--- src/bb3_pkg.sv ---
// Shared types, constants and helpers of the 3x3 box blur (top half).
package bb3_pkg;

    localparam int PIX_W       = 8;
    localparam int ROW_W       = 11;
    localparam int OUT_COL_W   = 10;
    localparam int ROWCNT_W    = 12;
    localparam int WIDTH_W     = 11;
    localparam int HEIGHT_W    = 13;
    localparam int CFG_IDX_W   = 2;
    localparam int CFG_DATA_W  = 13;
    localparam int SUM_W       = 12;
    localparam int IN_TDATA_W  = 24;
    localparam int OUT_TDATA_W = 56;

    localparam logic [CFG_IDX_W-1:0] REG_IMAGE_WIDTH  = 2'd0;
    localparam logic [CFG_IDX_W-1:0] REG_IMAGE_HEIGHT = 2'd1;

    localparam logic [WIDTH_W-1:0]  WIDTH_RESET  = 11'd640;
    localparam logic [HEIGHT_W-1:0] HEIGHT_RESET = 13'd480;
    localparam logic [HEIGHT_W-1:0] HEIGHT_MAX   = 13'd4096;
    localparam logic [PIX_W-1:0]    ALPHA_VALUE  = 8'hFF;

    // floor(x / 9) == (x * 3641) >> 15 for every x below 2^15
    localparam logic [SUM_W-1:0] DIV9_MUL   = 12'd3641;
    localparam int               DIV9_SHIFT = 15;

    typedef struct packed {
        logic [PIX_W-1:0] red;
        logic [PIX_W-1:0] green;
        logic [PIX_W-1:0] blue;
    } pixel_t;

    typedef struct packed {
        logic                 first_col;
        logic                 top_clamp;
        logic                 emit_a;
        logic                 emit_b;
        logic [ROW_W-1:0]     row;
        logic [OUT_COL_W-1:0] col;
    } meta_t;

    typedef struct packed {
        logic [PIX_W-1:0]     red;
        logic [PIX_W-1:0]     green;
        logic [PIX_W-1:0]     blue;
        logic [ROW_W-1:0]     row;
        logic [OUT_COL_W-1:0] col;
        logic                 last;
    } res_t;

    function automatic logic [PIX_W-1:0] div9(input logic [SUM_W-1:0] s);
        logic [2*SUM_W-1:0] p;
        p = (2*SUM_W)'(s) * (2*SUM_W)'(DIV9_MUL);
        return p[DIV9_SHIFT +: PIX_W];
    endfunction

endpackage

--- src/bb3_filter.sv ---
// 3x3 window, per-channel sums and divide by nine for both candidate results.
module bb3_filter (
    input  logic            clk,
    input  logic            rst_n,
    input  logic            adv,
    input  logic            in_valid,
    input  bb3_pkg::meta_t  in_meta,
    input  bb3_pkg::pixel_t col_top,
    input  bb3_pkg::pixel_t col_mid,
    input  bb3_pkg::pixel_t col_bot,
    output logic            push_a,
    output logic            push_b,
    output bb3_pkg::res_t   res_a,
    output bb3_pkg::res_t   res_b
);
    import bb3_pkg::*;

    // win_reg[x][y]: column x (0 oldest), row y (0 top)
    pixel_t           win_reg [3][3];
    logic             s2_valid_reg;
    meta_t            s2_meta_reg;
    logic             s3_valid_reg;
    meta_t            s3_meta_reg;
    logic [SUM_W-1:0] s3_sum_a_reg [3];
    logic [SUM_W-1:0] s3_sum_b_reg [3];

    logic [SUM_W-1:0] col_sum [3][3];   // [column][channel]
    logic [SUM_W-1:0] sum_a   [3];
    logic [SUM_W-1:0] sum_b   [3];
    logic [PIX_W-1:0] q_a     [3];
    logic [PIX_W-1:0] q_b     [3];
    pixel_t           new_col [3];

    assign new_col[0] = col_top;
    assign new_col[1] = col_mid;
    assign new_col[2] = col_bot;

    always_ff @(posedge clk)
    begin
        if (adv && in_valid)
        begin
            for (int y = 0; y < 3; y++)
            begin
                // first column of a row fills the whole window
                for (int x = 0; x < 2; x++)
                begin
                    win_reg[x][y] <= in_meta.first_col ? new_col[y] : win_reg[x+1][y];
                end
                win_reg[2][y] <= new_col[y];
            end
        end
    end

    // channel k sits at bits [8k +: 8]: 0 blue, 1 green, 2 red
    always_comb
    begin
        for (int x = 0; x < 3; x++)
        begin
            for (int k = 0; k < 3; k++)
            begin
                col_sum[x][k] = SUM_W'(win_reg[x][0][PIX_W*k +: PIX_W])
                              + SUM_W'(win_reg[x][1][PIX_W*k +: PIX_W])
                              + SUM_W'(win_reg[x][2][PIX_W*k +: PIX_W]);
            end
        end
        for (int k = 0; k < 3; k++)
        begin
            sum_a[k] = col_sum[0][k] + col_sum[1][k] + col_sum[2][k];
            // flush at the right edge: last column repeated
            sum_b[k] = col_sum[1][k] + col_sum[2][k] + col_sum[2][k];
        end
    end

    always_ff @(posedge clk or negedge rst_n)
    begin
        if (!rst_n)
        begin
            s2_valid_reg <= 1'b0;
            s3_valid_reg <= 1'b0;
        end
        else if (adv)
        begin
            s2_valid_reg <= in_valid;
            s3_valid_reg <= s2_valid_reg;
        end
    end

    always_ff @(posedge clk)
    begin
        if (adv)
        begin
            s2_meta_reg  <= in_meta;
            s3_meta_reg  <= s2_meta_reg;
            s3_sum_a_reg <= sum_a;
            s3_sum_b_reg <= sum_b;
        end
    end

    always_comb
    begin
        for (int k = 0; k < 3; k++)
        begin
            q_a[k] = div9(s3_sum_a_reg[k]);
            q_b[k] = div9(s3_sum_b_reg[k]);
        end
    end

    assign push_a = s3_valid_reg && s3_meta_reg.emit_a;
    assign push_b = s3_valid_reg && s3_meta_reg.emit_b;

    assign res_a = '{red:   q_a[2],
                     green: q_a[1],
                     blue:  q_a[0],
                     row:   s3_meta_reg.row,
                     col:   s3_meta_reg.col - OUT_COL_W'(1),
                     last:  !s3_meta_reg.emit_b};

    assign res_b = '{red:   q_b[2],
                     green: q_b[1],
                     blue:  q_b[0],
                     row:   s3_meta_reg.row,
                     col:   s3_meta_reg.col,
                     last:  1'b1};

endmodule

--- config.mk ---
export PLATFORM = sky130hd
export DESIGN_NAME = bb3_filter
export DESIGN_NICKNAME = d
export VERILOG_FILES = /design/src/bb3_pkg.sv /design/src/bb3_filter.sv
export SDC_FILE = /design/constraint.sdc
export NUM_CORES = 1
export LEC_CHECK = 0
export BUFFER_PORTS_ARGS = -buffer_cell sky130_fd_sc_hd__buf_4
export CAP_MARGIN = 10
export CORE_ASPECT_RATIO = 1.5
export CORE_MARGIN = 3
export CORE_UTILIZATION = 51
export CTS_BUF_LIST = sky130_fd_sc_hd__clkbuf_4 sky130_fd_sc_hd__clkbuf_8 sky130_fd_sc_hd__clkbuf_16
export CTS_CLUSTER_DIAMETER = 100
export DETAILED_ROUTE_END_ITERATION = 16
export PLACE_DENSITY = 0.69
export SLEW_MARGIN = 20
export SYNTH_ARGS = -nofsm -noshare
export SYNTH_HDL_FRONTEND = slang
export SYNTH_SLANG_ARGS = --single-unit
--- constraint.sdc ---
create_clock -name clk -period 6.5 [get_ports clk]
set_input_delay 0.975 -clock clk [delete_from_list [all_inputs] [get_ports clk]]
set_output_delay 0.975 -clock clk [all_outputs]
set_load 0.005 [all_outputs]
==> Word-level counts from Yosys, hierarchy flattened <==
Memory sizes are Yosys's and may differ from the RTL's.
Index checks and enable logic that the tools add are counted.
{ "word_totals": {"ff_bits": 120, "latchBits": 0, "ram_bits": 216, "mem_bits_ro": 0, "input_bits": 101, "out_inout_bits": 94, "word_cells": 66, "mem_count": 1} }
{ "op_classes": {"add_sub_neg": 31, "n_mul": 6, "div": 0, "n_lt_le_gt_ge": 0, "eq_ne": 0, "n_shift": 0, "muxes": 8, "bitwise_logic": 0, "reduce_logical": 4} }
{ "memory_table": {"columns": ["memory", "words", "width", "read_ports", "rd_clocked_by_memory_dff", "wr", "line", "text"], "rows": [
  ["win_reg", 3, 72, 3, 0, 3, "bb3_filter.sv:19", "pixel_t win_reg [3][3];"]
]} }
{ "op_table": {"columns": ["cell", "n"], "rows": [
  ["2-to-1 mux 24 bit", 6],
  ["multiplier 12 x 12 -> 23 bit (second input constant)", 6],
  ["adder 9 x 8 -> 10 bit", 9],
  ["adder 8 x 8 -> 9 bit", 9],
  ["adder 11 x 10 -> 12 bit", 6],
  ["adder 10 x 10 -> 11 bit", 6],
  ["subtractor 10 x 1 -> 10 bit (second input constant)", 1],
  ["logical AND 1 bit", 3],
  ["2-to-1 mux 1 bit", 2],
  ["logical NOT 1 bit", 1]
]} }

==> Longest topological paths before layout <==
An unclocked memory read counts as a cell.
{ "depth": {"ltp_word": 5, "mapped_depth": 23, "mapped_depth_nobuf": 23} }

==> Least setup slack after synthesis <==
Ideal clock, no wire load.
{ "synth_timing": {"path_type": "in2reg", "startpoint": "input port in_valid", "endpoint": "memory win_reg[0][0] (netlist name) (enable)", "setup_time_ns": 0.602, "arrival_ns": 5.869, "required_ns": 5.898, "slack_ns": 0.028, "stages": 1, "n_path_buf": 0, "cell_sequence": "and2_1"} }
{ "synth_lines": {"columns": ["element", "line", "text"], "rows": [
  ["from (decl)", "bb3_filter.sv:6", "input logic in_valid,"],
  ["to (decl)", "bb3_filter.sv:19", null]
]} }

==> flow_metrics.env <==
export IMPL_ys_warn_count=0
export IMPL_clk_pin_slew_ps=70
export IMPL_synth_seq_cells=336
export IMPL_fp_dieW_um=205.3
export IMPL_syn_to_final_growth_pct=11.83
export IMPL_synth_edf_count=334
export IMPL_cts_buffers=37
export IMPL_fin_crit_sh=0.9673
export IMPL_finalHoldViolCount=0
export IMPL_gp_congestion=0.8848
export IMPL_overflow=0
export IMPL_worst_path_max_delay_cell="fa_1"
export IMPL_drc=0
export IMPL_yosysUniqueCellTypes=61
export IMPL_regArea_mm2=0.01008
export IMPL_yosysMostFrequentCell="inv_1"
export IMPL_startpoint_type="flip-flop"
export IMPL_vias=18780
export IMPL_largest_register_ffs=216
export IMPL_status="complete, no violations"
export IMPL_clock_fmax_mhz=159.0
export IMPL_htreeDepth=2
export IMPL_cp_end_kind="output port"
export IMPL_core_region_area_mm2=0.05838
export IMPL_track_usage=0.1954
export IMPL_rows=108
export IMPL_slew_violations=0
export IMPL_async_flop_share=0.005952
export IMPL_cts_path_max_buffers=3
export IMPL_initial_utilization=0.5204
export IMPL_yosysSeqAreaShare=0.3318
export IMPL_ant_nets=0
export IMPL_grt_pass1_vias=20460
export IMPL_multi_input_area_mm2=0.01792
export IMPL_drt_initial_drc_count=739
export IMPL_relSlewSlack=0.3796
export IMPL_critPathTopFamily="adder cells"
export IMPL_syn_area_per_cell_um2=11.48
export IMPL_syn_cell_area_mm2=0.03038
export IMPL_synth_cells=2647
export IMPL_drive_above_1_share=0.1070
export IMPL_clkSinkCount=336
export IMPL_io_buffers=192
export IMPL_finalSetupViolations=0
export IMPL_arrival_ps=5310
export IMPL_drt_pass1_iter_count=5
export IMPL_dieArea_mm2=0.06259
export IMPL_cpMostUsedCell="fa_1"
export IMPL_period_needed_ps=6287
export IMPL_cts_root_buf="clkbuf_16"
export IMPL_cp_max_fo=3
export IMPL_grt_pass1_wl_mm=99.11
export IMPL_viasPerCell=5.159
export IMPL_nFillCells=4848
export IMPL_rsz0062_at_grt="false"
export IMPL_insertion_delay_ps=550
export IMPL_maxCapViolCount=0
export IMPL_ios=195
export IMPL_cp_buffers_inverters=3
export IMPL_avgRoutedWirePerCell_um=16.29
export IMPL_holdCritPathClass="in2async"
export IMPL_antenna_found_initial=3
export IMPL_synth_area_top_cells="edfxtp_1, ha_1, fa_1, inv_1, o21ai_0"
export IMPL_placed_cells=3557
export IMPL_path_class="reg2out"
export IMPL_wirelength_mm=59.31
export IMPL_die_y_um=304.9
export IMPL_synth_common_cells="inv_1, ha_1, edfxtp_1"
export IMPL_grt_max_degree=148
export IMPL_yosysTopAreaCell="edfxtp_1"
export IMPL_yosysTopAreaCellShare=0.3301
export IMPL_cp_slowest_stage_delay_ps=610
export IMPL_stdcell_count=3640
export IMPL_fin_skew_ps=14.48
export IMPL_worst_pin_slew_ps=930.5
export IMPL_dp_hpwl_mm=49.01
export IMPL_cts_tree="yes"
export IMPL_required_ps=5520
export IMPL_nets=3763
export IMPL_syn_nets=3569
export IMPL_synth_ff_type="edfxtp_1"
export IMPL_crit_chain="fa_1 -> ha_4 -> fa_1 -> inv_1 -> fa_1 -> inv_1 -> fa_1 -> ha_1 -> nand3_1 -> or4_4 -> a21oi_4 -> a21oi_2 -> o21bai_1 -> a21o_1 -> xor2_1 -> buf_4"
==> cells by family (layout without fill, tap and decap cells) <==
family | count (synthesis) | in the layout | synth area share
flops | 336 | 336 | 0.3318
buf+inv | 634 | 856 | 0.08241
fa+ha+maj | 828 | 828 | 0.4157
simple gates | 255 | 255 | 0.03789
mux | 5 | 5 | 0.001730
other cells | 1 | 2 | 0.0001234
compound gates | 427 | 427 | 0.08365
xor+xnor | 161 | 161 | 0.04666
==> what timing repair did <==
item / 4_1_cts / 5_1_grt
endpoints found under the hold margin: 0 / 0
hold buffers: 0 / 0
resized for setup: 4 / 16
pin swaps: 0 / 5
endpoints found under the setup margin: 6 / 16
setup buffers: 4 / 11
==> routing by layer <==
layer  track usage  vias up  wire [um]
li1              -     9189          -
met1        0.2240     9197      22990
met2        0.3765      305      32790
met3       0.02584       87       2205
met4       0.05201        2       1313
met5             0        -         13
==> through the flow <==
step           TNS [ps]  worst slack [ps]  utilization  instance area, um^2  hold WS (ps)
6_report              0             212.5       0.5820                33970         198.7
5_1_grt               0             16.09       0.5819                33970         177.5
4_1_cts          -16.93            -16.93       0.5787                33780         159.0
3_5_place_dp          0             482.7       0.5568                32500         404.5
3_3_place_gp          0             552.1       0.5568                32500         400.7
2_1_floorplan         0             28.48            -                30380         400.3
==> cells in the final DEF, fill, tap and decap left out, types with 4 or more instances in the layout <==
cell type    n
nor2_1      58
clkbuf_16   39
nand4_1      8
buf_4      210
clkbuf_4     5
a21o_1      45
maj3_2       4
nor2b_1     17
nor3b_1      4
ha_4         5
and3_1       6
xnor2_1    106
ha_1       512
fa_1       304
xor2_1      54
a211oi_2     6
nand2_1    117
clkinv_1    10
o21bai_1    19
o31ai_1      5
o21ai_1      4
a21boi_0     6
and2_1       4
a21oi_1     87
nand3_1      8
nor3_1      15
inv_1      577
bufinv_16    4
o21a_1      14
a21oi_2      6
a221oi_1     4
o21ai_0    196
o2111ai_1    6
edfxtp_1   334
==> worst paths after layout <==
| check | to | cells after the start | slack [ps] | startpoint |
|---|---|---|---|---|
| worst max-delay path | res_a[25] | 16 | 210 | s3_sum_a_reg[25] |
| worst min-delay path | s2_valid_reg | 1 | 200 | rst_n |
| worst max register to register | s3_sum_a_reg[35] | 23 | 700 | win_reg[0][169] |
| worst min register to register | res_b[6] | 0 | 420 | s2_meta_reg[5] |
| max in group asynchronous | s2_valid_reg | 1 | 6220 | rst_n |
| min in group clk | res_b[6] | 0 | 420 | s2_meta_reg[5] |
==> cell type report <==
class,count,area share
flip-flops and latches,336,0.2967
repair buffers,212,0.04733
multi-input cells,1677,0.5274
inverters,577,0.06375
clock inverters,23,0.006556
diodes,1,0.00007366
clock buffers,44,0.02983
well taps,770,0.02836
Power is not shown: default switching activity piles up to over one toggle a cycle in this logic, so the estimate is an artifact.
