===== src/bb3_pkg.sv =====
// Shared types, constants and helpers of the 3x3 box blur (top half).
package bb3_pkg;

    localparam int PIX_W       = 8;
    localparam int ROW_W       = 11;
    localparam int OUT_COL_W   = 10;
    localparam int ROWCNT_W    = 12;
    localparam int WIDTH_W     = 11;
    localparam int HEIGHT_W    = 13;
    localparam int CFG_IDX_W   = 2;
    localparam int CFG_DATA_W  = 13;
    localparam int SUM_W       = 12;
    localparam int IN_TDATA_W  = 24;
    localparam int OUT_TDATA_W = 56;

    localparam logic [CFG_IDX_W-1:0] REG_IMAGE_WIDTH  = 2'd0;
    localparam logic [CFG_IDX_W-1:0] REG_IMAGE_HEIGHT = 2'd1;

    localparam logic [WIDTH_W-1:0]  WIDTH_RESET  = 11'd640;
    localparam logic [HEIGHT_W-1:0] HEIGHT_RESET = 13'd480;
    localparam logic [HEIGHT_W-1:0] HEIGHT_MAX   = 13'd4096;
    localparam logic [PIX_W-1:0]    ALPHA_VALUE  = 8'hFF;

    // floor(x / 9) == (x * 3641) >> 15 for every x below 2^15
    localparam logic [SUM_W-1:0] DIV9_MUL   = 12'd3641;
    localparam int               DIV9_SHIFT = 15;

    typedef struct packed {
        logic [PIX_W-1:0] red;
        logic [PIX_W-1:0] green;
        logic [PIX_W-1:0] blue;
    } pixel_t;

    typedef struct packed {
        logic                 first_col;
        logic                 top_clamp;
        logic                 emit_a;
        logic                 emit_b;
        logic [ROW_W-1:0]     row;
        logic [OUT_COL_W-1:0] col;
    } meta_t;

    typedef struct packed {
        logic [PIX_W-1:0]     red;
        logic [PIX_W-1:0]     green;
        logic [PIX_W-1:0]     blue;
        logic [ROW_W-1:0]     row;
        logic [OUT_COL_W-1:0] col;
        logic                 last;
    } res_t;

    function automatic logic [PIX_W-1:0] div9(input logic [SUM_W-1:0] s);
        logic [2*SUM_W-1:0] p;
        p = (2*SUM_W)'(s) * (2*SUM_W)'(DIV9_MUL);
        return p[DIV9_SHIFT +: PIX_W];
    endfunction

endpackage


===== src/bb3_out_buf.sv =====
// Two-word output buffer; drains a result pair, frees the pipeline when empty or when its last word is taken.
module bb3_out_buf (
    input  logic          clk,
    input  logic          rst_n,
    input  logic          push_a,
    input  logic          push_b,
    input  bb3_pkg::res_t res_a,
    input  bb3_pkg::res_t res_b,
    output logic          free,
    output logic          out_valid,
    input  logic          out_ready,
    output bb3_pkg::res_t out_res
);
    import bb3_pkg::*;

    logic [1:0] cnt_reg;
    res_t       slot0_reg;
    res_t       slot1_reg;
    logic       pop;

    assign pop  = (cnt_reg != 2'd0) && out_ready;
    assign free = (cnt_reg == 2'd0) || ((cnt_reg == 2'd1) && out_ready);

    always_ff @(posedge clk or negedge rst_n)
    begin
        if (!rst_n)
        begin
            cnt_reg <= 2'd0;
        end
        else if (free)
        begin
            cnt_reg <= 2'(push_a) + 2'(push_b);
        end
        else if (pop)
        begin
            cnt_reg <= cnt_reg - 2'd1;
        end
    end

    always_ff @(posedge clk)
    begin
        if (free)
        begin
            slot0_reg <= push_a ? res_a : res_b;
            slot1_reg <= res_b;
        end
        else if (pop)
        begin
            slot0_reg <= slot1_reg;
        end
    end

    assign out_valid = (cnt_reg != 2'd0);
    assign out_res   = slot0_reg;

endmodule

===== config.mk =====
export PLATFORM = sky130hd
export DESIGN_NAME = bb3_out_buf
export DESIGN_NICKNAME = d
export VERILOG_FILES = /design/src/bb3_pkg.sv /design/src/bb3_out_buf.sv
export SDC_FILE = /design/constraint.sdc
export NUM_CORES = 1
export LEC_CHECK = 0
export BUFFER_PORTS_ARGS = -buffer_cell sky130_fd_sc_hd__buf_2
export CAP_MARGIN = 30
export CORE_MARGIN = 2
export CORE_UTILIZATION = 35
export CTS_BUF_LIST = sky130_fd_sc_hd__clkbuf_2
export DETAILED_ROUTE_END_ITERATION = 8
export PLACE_DENSITY = 0.6
export SYNTH_ARGS = -nofsm -noshare
export SYNTH_HDL_FRONTEND = slang
export SYNTH_SLANG_ARGS = --single-unit

===== constraint.sdc =====
create_clock -name clk -period 3 [get_ports clk]
set_clock_uncertainty 0.05 [all_clocks]
set_input_delay 0.6 -clock clk [delete_from_list [all_inputs] [get_ports clk]]
set_output_delay 0.6 -clock clk [all_outputs]
set_load 0.05 [all_outputs]

* After elaboration in Yosys (flattened, before gate mapping)
Cells that the tools add are included.
Cells by class: $add $sub $neg 2, $mul 0, div/mod/pow operators 0, order comparisons 0, equal/unequal tests 1, shift-type cells 0, muxes and demuxes 5, bitwise logic cells 0, reduce and logical (&&, ||, !) cells 6
Operator list (count):
- 46-bit 2-to-1 mux | 3
- 2-bit 2-to-1 mux | 2
- 2-bit nonzero test | 2
- 1-bit by 1-bit adder with 2-bit output | 1
- 2-bit by 1-bit == test with 1-bit output, second input constant | 1
- 1-bit logical AND | 2
- 2-bit logical NOT | 1
- 2-bit by 1-bit subtractor with 2-bit output, second input constant | 1
- 1-bit logical OR | 1
Storage, ports and cells: register bits 94, latch bits 0, memory bits (writable) 0, bits in read-only memories 0, input port bits 97, output and inout port bits 48, word-level logic and storage cells 27, memories kept 0

* Longest topological paths before layout
Gate-level depths: netlist of run 1.
word-level depth 4, mapped depth 7, mapped depth without buffers 5

* Worst setup path after synthesis of run 1
OpenSTA, ideal clock, no wires.
path type register -> output, from register cnt_reg[0], to output free, data arrival time 1.306 ns, required time 2.350 ns, slack 1.044 ns, stages on the path, launching flop included 7, buffers on the path 2, cell sequence dfrtp_1 inv_1 ha_1 a21oi_2 inv_2 buf_6 buf_6
On the way: cells in the longest elaborated chain, start to end 3, elaborated cells on any way between the ends 4, those cells by class eq/ne: 1; reduce/logical: 3
Ends and longest elaborated chain:
- start, declared | RTL line bb3_out_buf.sv:16 | logic [1:0] cnt_reg;
- start signal, assigned | RTL line bb3_out_buf.sv:32 | cnt_reg <= 2'(push_a) + 2'(push_b);
- start signal, assigned | RTL line bb3_out_buf.sv:36 | cnt_reg <= cnt_reg - 2'd1;
- 2-bit by 1-bit == test with 1-bit output | RTL line bb3_out_buf.sv:22 | assign free = (cnt_reg == 2'd0) || ((cnt_reg == 2'd1) && out_ready);
- 1-bit logical AND | RTL line bb3_out_buf.sv:22
- 1-bit logical OR (*) | RTL line bb3_out_buf.sv:22
- end, declared | RTL line bb3_out_buf.sv:9 | output logic free,
Every way passes the cells marked *; elsewhere a longest branch is shown, timed or not.

* Worst setup path in the final report of run 1
Ends and elaborated chain as after synthesis.

==> results.sh, run 1 <==
export IMPL_wl_met2_mm=3.87
export IMPL_finalCriticalPeriod_ns=2.59
export IMPL_cpLargestDelayFamily="buffers and inverters"
export IMPL_routed_via_count=2354
export IMPL_start_util=0.363
export IMPL_die_w_um=113
export IMPL_slew_headroom=0.616
export IMPL_route_met3_wl_um=661
export IMPL_status="finished, final reports clean"
export IMPL_antenna_found_initial=0
export IMPL_syn_area_um2=4180
export IMPL_grt_first_pass_wirelength_mm=12.4
export IMPL_post_place_ws_ns=0.731
export IMPL_dieHeight_um=113
export IMPL_synth_seq_cells=94
export IMPL_hold_violations=0
export IMPL_wirelength_mm=7.99
export IMPL_drt_first_pass_iters=4
export IMPL_critical_path_cell_count=5
export IMPL_yosysTopAreaCell="edfxtp_1"
export IMPL_dieArea_um2=12800
export IMPL_grt_max_degree=43
export IMPL_gp_congestion=0.669
export IMPL_postPlaceCellArea_um2=5060
export IMPL_cts_tree="built"
export IMPL_synth_area_top_cells="edfxtp_1 66%, mux2_2 17%, mux2_4 11%, buf_6 2.4%, dfrtp_1 1.2%"
export IMPL_synth_common_cells="92 x edfxtp_1, 62 x mux2_2, 30 x mux2_4"
export IMPL_n_antenna_cell=0
export IMPL_drv_cap=0
export IMPL_numPortBuffers=144
export IMPL_top_layer="met4"
export IMPL_cts_repair_resized=0
export IMPL_startpoint_type="register"
export IMPL_grt_setup_unrepaired="no"
export IMPL_ant_nets=0
export IMPL_drive_gt1_frac=0.716
export IMPL_fin_nets=461
export IMPL_overflow=0
export IMPL_dp_cells=492
export IMPL_synth_edff_count=92
export IMPL_grt_use_total=0.127
export IMPL_yosysSeqAreaShare=0.673
export IMPL_fin_tns_setup_ns=0
export IMPL_grt_pass1_vias=2449
export IMPL_setup_violations=0
export IMPL_yosysMostFrequentCell="edfxtp_1"
export IMPL_endpoint_kind="output pin"
export IMPL_whs_path_depth=1
export IMPL_fin_ws_ns=0.409
export IMPL_path_max_fanout=18
export IMPL_synthArstFlopShare=0.0213
export IMPL_fmax_mhz=386
export IMPL_route_detailed_drc=0
export IMPL_fp_coreArea_um2=11500
export IMPL_drt_initial_drc_count=144
export IMPL_clockRootBuffer="clkbuf_2"
export IMPL_final_cell_area_um2=5180
export IMPL_synth_ff_type="edfxtp_1"
export IMPL_r2r_cells=6
export IMPL_slowest_stage="dfrtp_1"
export IMPL_htree_levels=3
export IMPL_tightest_slew_ns=0.577
export IMPL_clock_latency_ns=0.53
export IMPL_cts_buffers_inserted=9
export IMPL_syn_to_final_growth_pct=23.9
export IMPL_rows=39
export IMPL_yosysTopAreaCellShare=0.661
export IMPL_path_class="reg -> out"
export IMPL_whs_ns=0.172
export IMPL_p_leak_nw=2.13
export IMPL_routedWlPerCell_um=15.7
export IMPL_critical_path_buf_inv_count=3
export IMPL_clk_pin_slew_ns=0.26
export IMPL_hold_class="in -> reg"
export IMPL_final_max_slew_viol_count=0
export IMPL_required_ns=2.35
export IMPL_p_per_area_nw_per_um2=1080
export IMPL_arrival_ns=1.94
export IMPL_synthDistinctLibCells=13
export IMPL_peakVddDrop_mv=0.524
export IMPL_vias_per_cell=4.62
export IMPL_fin_crit_sh=0.864
export IMPL_p_total_mw=5.62
export IMPL_dp_hpwl_mm=5.56
export IMPL_synth_fp_nets=309
export IMPL_ios=145
export IMPL_worstPathCellList="inv_1 -> ha_1 -> a21oi_2 -> inv_4 -> buf_2"
export IMPL_stdcell_count=509
export IMPL_clockBufferDepth=2
export IMPL_syn_avg_cell_area_um2=20.0
export IMPL_clock_sinks=94
export IMPL_m1WireLength_mm=3.37
export IMPL_ys_warn_count=0
export IMPL_max_stage_delay_ns=0.46
export IMPL_synthCells=209
export IMPL_final_core_util=0.450
final timing paths:
path / to / slack, ns / start
min in group asynchronous: cnt_reg[1] / 0.30 / rst_n
min reg2reg: out_res[43] / 0.49 / slot1_reg[43]
max: free / 0.41 / cnt_reg[0]
max reg2reg: out_res[40] / 0.97 / cnt_reg[0]
max in group asynchronous: cnt_reg[0] / 2.51 / rst_n
min: slot1_reg[17] / 0.17 / res_b[17]
power by group:
| group | internal [mW] | switching [mW] |
|---|---|---|
| clock network | 0.193 | 0.424 |
| registers | 2.18 | 0.140 |
| logic | 0.905 | 1.78 |
per-layer routing:
| layer | vias up | track usage |
|---|---|---|
| li1 | 1127 | - |
| met1 | 1131 | 0.149 |
| met2 | 89 | 0.213 |
| met3 | 7 | 0.0595 |
| met4 | 0 | 0.0325 |
| met5 | - | 0 |
what timing repair did:
item	CTS	global route
hold buffers	1	0
endpoints found under the hold margin	2	0
setup buffers	0	0
cell type report:
| cell class | count | area, um2 |
|---|---|---|
| Timing Repair Buffer | 151 | 813 |
| Sequential cell | 94 | 2810 |
| Inverter | 4 | 17.5 |
| Multi-Input combinational cell | 101 | 1250 |
| Fill cell | 1037 | 6330 |
| Tap cell | 143 | 179 |
| Clock buffer | 10 | 50.0 |
| Clock inverter | 6 | 62.6 |
cell usage in the layout (no fill, tap or decap), types with 2 or more instances in the layout:
| master | instances |
|---|---|
| buf_2 | 144 |
| or4bb_1 | 2 |
| buf_12 | 3 |
| o221a_2 | 2 |
| mux2_4 | 30 |
| clkinvlp_4 | 2 |
| clkbuf_2 | 10 |
| buf_4 | 3 |
| edfxtp_1 | 92 |
| dfrtp_1 | 2 |
| inv_1 | 3 |
| ha_1 | 3 |
| mux2_2 | 62 |
logic make-up (layout without fill, tap and decap cells):
kind of cell / after synthesis / count (layout) / share of synthesized area
mux: 92 / 92 / 0.275
buf+inv: 14 / 171 / 0.0290
simple gates: 3 / 3 / 0.00688
fa+ha+maj: 3 / 3 / 0.00898
compound gates: 3 / 3 / 0.00748
flops: 94 / 94 / 0.673
Note: power is estimated with default switching activity, not from simulation.
==> run 2: changes to the inputs <==
- CTS_BUF_LIST: sky130_fd_sc_hd__clkbuf_2 -> sky130_fd_sc_hd__clkbuf_4
==> results.sh, run 2 (same netlist as run 1, synthesis figures left out) <==
export IMPL_status="finished, final reports clean"
export IMPL_final_common_cell="buf_2"
export IMPL_htree_levels=3
export IMPL_path_max_fanout=18
export IMPL_p_per_area_nw_per_um2=1090
export IMPL_numPortBuffers=144
export IMPL_grt_use_total=0.127
export IMPL_fin_tns_setup_ns=0
export IMPL_route_detailed_drc=0
export IMPL_arrival_ns=1.83
export IMPL_dieHeight_um=113
export IMPL_setup_violations=0
export IMPL_cts_tree="built"
export IMPL_cts_buffers_inserted=9
export IMPL_finalCriticalPeriod_ns=2.48
export IMPL_slew_headroom=0.604
export IMPL_grt_pass1_vias=2458
export IMPL_overflow=0
export IMPL_routed_via_count=2361
export IMPL_die_w_um=113
export IMPL_drv_cap=0
export IMPL_fmax_mhz=404
export IMPL_gp_congestion=0.669
export IMPL_syn_to_final_growth_pct=24.5
export IMPL_clockRootBuffer="clkbuf_4"
export IMPL_grt_max_degree=43
export IMPL_final_cell_mix="144 x buf_2, 92 x edfxtp_1, 62 x mux2_2"
export IMPL_grt_first_pass_wirelength_mm=12.4
export IMPL_clock_sinks=94
export IMPL_p_leak_nw=2.13
export IMPL_peakVddDrop_mv=0.547
export IMPL_drt_initial_drc_count=107
export IMPL_hold_class="in -> reg"
export IMPL_clockBufferDepth=2
export IMPL_dp_hpwl_mm=5.56
export IMPL_startpoint_type="register"
export IMPL_hold_violations=0
export IMPL_start_util=0.363
export IMPL_dp_cells=492
export IMPL_clk_pin_slew_ns=0.15
export IMPL_ant_nets=0
export IMPL_fp_coreArea_um2=11500
export IMPL_n_antenna_cell=0
export IMPL_final_core_util=0.452
export IMPL_rows=39
export IMPL_clock_latency_ns=0.44
export IMPL_final_max_slew_viol_count=0
export IMPL_required_ns=2.35
export IMPL_grt_setup_unrepaired="no"
export IMPL_tightest_slew_ns=0.593
export IMPL_drt_first_pass_iters=4
export IMPL_endpoint_kind="output pin"
export IMPL_ios=145
export IMPL_wirelength_mm=7.97
export IMPL_vias_per_cell=4.64
export IMPL_fin_nets=461
export IMPL_whs_ns=0.289
export IMPL_routedWlPerCell_um=15.7
export IMPL_drive_gt1_frac=0.716
export IMPL_path_class="reg -> out"
export IMPL_fin_crit_sh=0.825
export IMPL_antenna_found_initial=0
export IMPL_stdcell_count=509
export IMPL_dieArea_um2=12800
## run 2: cell counts in the layout (fill, tap and decap cells not counted)
No cell type changed its count.
## run 2: layout make-up
type / count / area (um2)
fillers: 1034 / 6310
flip-flops and latches: 94 / 2810
multi-input cells: 101 / 1250
repair buffers: 151 / 813
well taps: 143 / 179
clock buffers: 10 / 75.1
clock inverters: 6 / 62.6
inverters: 4 / 17.5
## run 2: final timing paths
check	from	endpoint	slack (ns)	depth (start not counted)
worst max-delay path	cnt_reg[0]	free	0.52	5
worst min-delay path	res_b[31]	slot1_reg[31]	0.29	1
worst max register to register	cnt_reg[0]	out_res[40]	0.96	6
worst min register to register	slot1_reg[43]	out_res[43]	0.49	1
max in group asynchronous	rst_n	cnt_reg[0]	2.39	2
min in group asynchronous	rst_n	cnt_reg[1]	0.41	2
## run 2: timing repair
item	in CTS	in global routing
buffers inserted	0	0
hold buffers	1	0
endpoints found under the hold margin	2	0
gates resized for setup	0	0
## run 2: routing by layer
metal | wire [um] | share of wire | GRT usage | vias to the layer above
met5 | 0 | 0 | 0 | -
li1 | - | - | - | 1127
met1 | 3370 | 0.42 | 0.148 | 1137
met2 | 3890 | 0.49 | 0.211 | 89
met3 | 616 | 0.077 | 0.0595 | 8
met4 | 94 | 0.012 | 0.0325 | 0
## run 2: where the power goes
part           internal, mW  total (mW)  leakage (nW)  switching, mW
Clock                 0.261       0.686        0.0700          0.425
Combinational         0.905        2.68          1.15           1.78
Sequential             2.18        2.32         0.916          0.140
## run 2: critical path: stages (launching register included)
cell and delay [ns]:
dfrtp_1 0.43, inv_1 0.07, ha_1 0.22, a21oi_2 0.08
inv_4 0.24, buf_2 0.33
## run 2: stage by stage
step / setup slack (ns) / total power, mW / cell area (um2)
finish: 0.524 / 5.70 / 5210
global route: 0.328 / 5.99 / 5210
CTS: 0.455 / 5.80 / 5210
detailed placement: 0.731 / 5.09 / 5060
global placement: 0.756 / 5.04 / 5060
floorplan: 1.04 / 4.51 / 4180
==> run 3: changes to the inputs <==
- clock period: 3 -> 2.5 ns (I/O delays scaled with it)
==> results.sh, run 3 (same netlist as run 1, synthesis figures left out) <==
export IMPL_tightest_slew_ns=0.376
export IMPL_grt_use_total=0.132
export IMPL_p_total_mw=6.98
export IMPL_gp_congestion=0.687
export IMPL_rows=39
export IMPL_fp_coreArea_um2=11500
export IMPL_peakVddDrop_mv=0.630
export IMPL_reg2reg_to="out_res[36]"
export IMPL_cts_buffers_inserted=9
export IMPL_syn_to_final_growth_pct=25.4
export IMPL_drt_first_pass_iters=4
export IMPL_clockBufferDepth=2
export IMPL_hold_violations=0
export IMPL_startpoint_type="register"
export IMPL_start_util=0.363
export IMPL_slowest_stage="dfrtp_1"
export IMPL_cpLargestDelayFamily="flip-flops"
export IMPL_worstPathCellList="ha_1 -> a21oi_4 -> inv_8 -> clkbuf_4"
export IMPL_vias_per_cell=4.61
export IMPL_post_cts_buffers=0
export IMPL_final_cell_mix="143 x buf_2, 92 x edfxtp_1, 62 x mux2_2"
export IMPL_final_common_cell="buf_2"
export IMPL_route_detailed_drc=0
export IMPL_ios=145
export IMPL_fillers=1022
export IMPL_path_class="reg -> out"
export IMPL_final_cell_area_um2=5240
export IMPL_r2r_slack_ns=0.55
export IMPL_clk_pin_slew_ns=0.14
export IMPL_r2r_start="cnt_reg[1]"
export IMPL_grt_setup_unrepaired="no"
export IMPL_clock_sinks=94
export IMPL_routedWlPerCell_um=15.9
export IMPL_hold_class="in -> reg"
export IMPL_max_stage_delay_ns=0.43
export IMPL_setup_violations=0
export IMPL_wirelength_mm=8.10
export IMPL_final_core_util=0.455
export IMPL_fin_nets=463
export IMPL_whs_path_depth=1
export IMPL_endpoint_kind="output pin"
export IMPL_arrival_ns=1.78
export IMPL_n_antenna_cell=0
export IMPL_status="finished, final reports clean"
export IMPL_final_max_slew_viol_count=0
export IMPL_die_w_um=113
export IMPL_antenna_found_initial=0
export IMPL_grt_pass1_vias=2510
export IMPL_drive_gt1_frac=0.719
export IMPL_drv_cap=0
export IMPL_ant_nets=0
export IMPL_dp_hpwl_mm=5.61
export IMPL_path_max_fanout=27
export IMPL_worstHoldEndpoint="slot1_reg[41]"
export IMPL_postPlaceCellArea_um2=5060
export IMPL_fin_tns_setup_ns=0
export IMPL_p_leak_nw=2.15
export IMPL_numPortBuffers=144
export IMPL_drt_initial_drc_count=87
export IMPL_dieArea_um2=12800
export IMPL_fmax_mhz=428
export IMPL_grt_first_pass_wirelength_mm=12.8
export IMPL_dieHeight_um=113
export IMPL_htree_levels=3
export IMPL_p_per_area_nw_per_um2=1330
export IMPL_r2r_cells=6
export IMPL_clockRootBuffer="clkbuf_4"
export IMPL_required_ns=1.95
export IMPL_clock_latency_ns=0.45
export IMPL_fin_crit_sh=0.934
export IMPL_slew_headroom=0.750
export IMPL_min_delay_start="res_b[41]"
export IMPL_critical_path_buf_inv_count=2
export IMPL_grt_max_degree=48
export IMPL_overflow=0
export IMPL_finalCriticalPeriod_ns=2.33
export IMPL_cts_tree="built"
export IMPL_routed_via_count=2350
-- run 3: cell count changes in the layout (fill, tap and decap cells not counted), sizes merged --
cell	change
clkinvlp	-1
bufinv	+1
buf	+1
clkbuf	+2
clkinv	-2
-- run 3: area by class of cell --
class | instances | area [um2] | area share
Clock buffer | 11 | 82.6 | 0.0158
Clock inverter | 4 | 72.6 | 0.0138
Sequential cell | 94 | 2810 | 0.537
Inverter | 4 | 22.5 | 0.00430
Tap cell | 143 | 179 | 0.0341
Multi-Input combinational cell | 101 | 1250 | 0.239
Timing Repair Buffer | 153 | 818 | 0.156
-- run 3: worst max-delay path by stage --
stage               startpoint          end  slack [ns]  cells after the start
detailed placement  cnt_reg[1]   out_res[5]        0.42                      6
finish              cnt_reg[0]         free        0.17                      4
floorplan           cnt_reg[0]  out_res[26]        0.55                      7
global placement    cnt_reg[0]  out_res[35]        0.50                      6
global route        cnt_reg[0]         free       0.005                      5
CTS                 cnt_reg[1]         free        0.02                      5
-- run 3: routing by layer --
layer | global-route usage | up-vias | part of all wire
li1 | - | 1134 | -
met1 | 0.154 | 1107 | 0.42
met2 | 0.221 | 96 | 0.49
met3 | 0.0396 | 13 | 0.070
met4 | 0.0642 | 0 | 0.021
met5 | 0 | - | 0
-- run 3: worst register-to-register path, stage by stage, from the launching register on --
cell and delay [ns]:
dfrtp_1 0.41, inv_1 0.09, ha_1 0.24, a21oi_4 0.11, inv_8 0.19, buf_12 0.26
mux2_2 0.37
-- run 3: timing repair --
| action | in CTS | in global routing |
|---|---|---|
| endpoints found under the hold margin | 2 | 0 |
| hold buffers | 1 | 0 |
| setup endpoints to repair | 1 | 1 |
| resized for setup | 1 | 3 |
-- run 3: through the flow --
stage,setup WS [ns],cells,hold slack (ns)
finish,0.166,510,0.172
global route,0.00506,510,0.122
CTS,0.0161,510,0.114
detailed placement,0.421,494,0.248
global placement,0.500,494,0.242
floorplan,0.548,209,0.154
-- run 3: report_power, final --
part	internal [mW]	switching (mW)	total, mW
sequential	2.62	0.170	2.79
clock	0.422	0.495	0.916
combinational	1.11	2.16	3.28
total	4.15	2.83	6.98
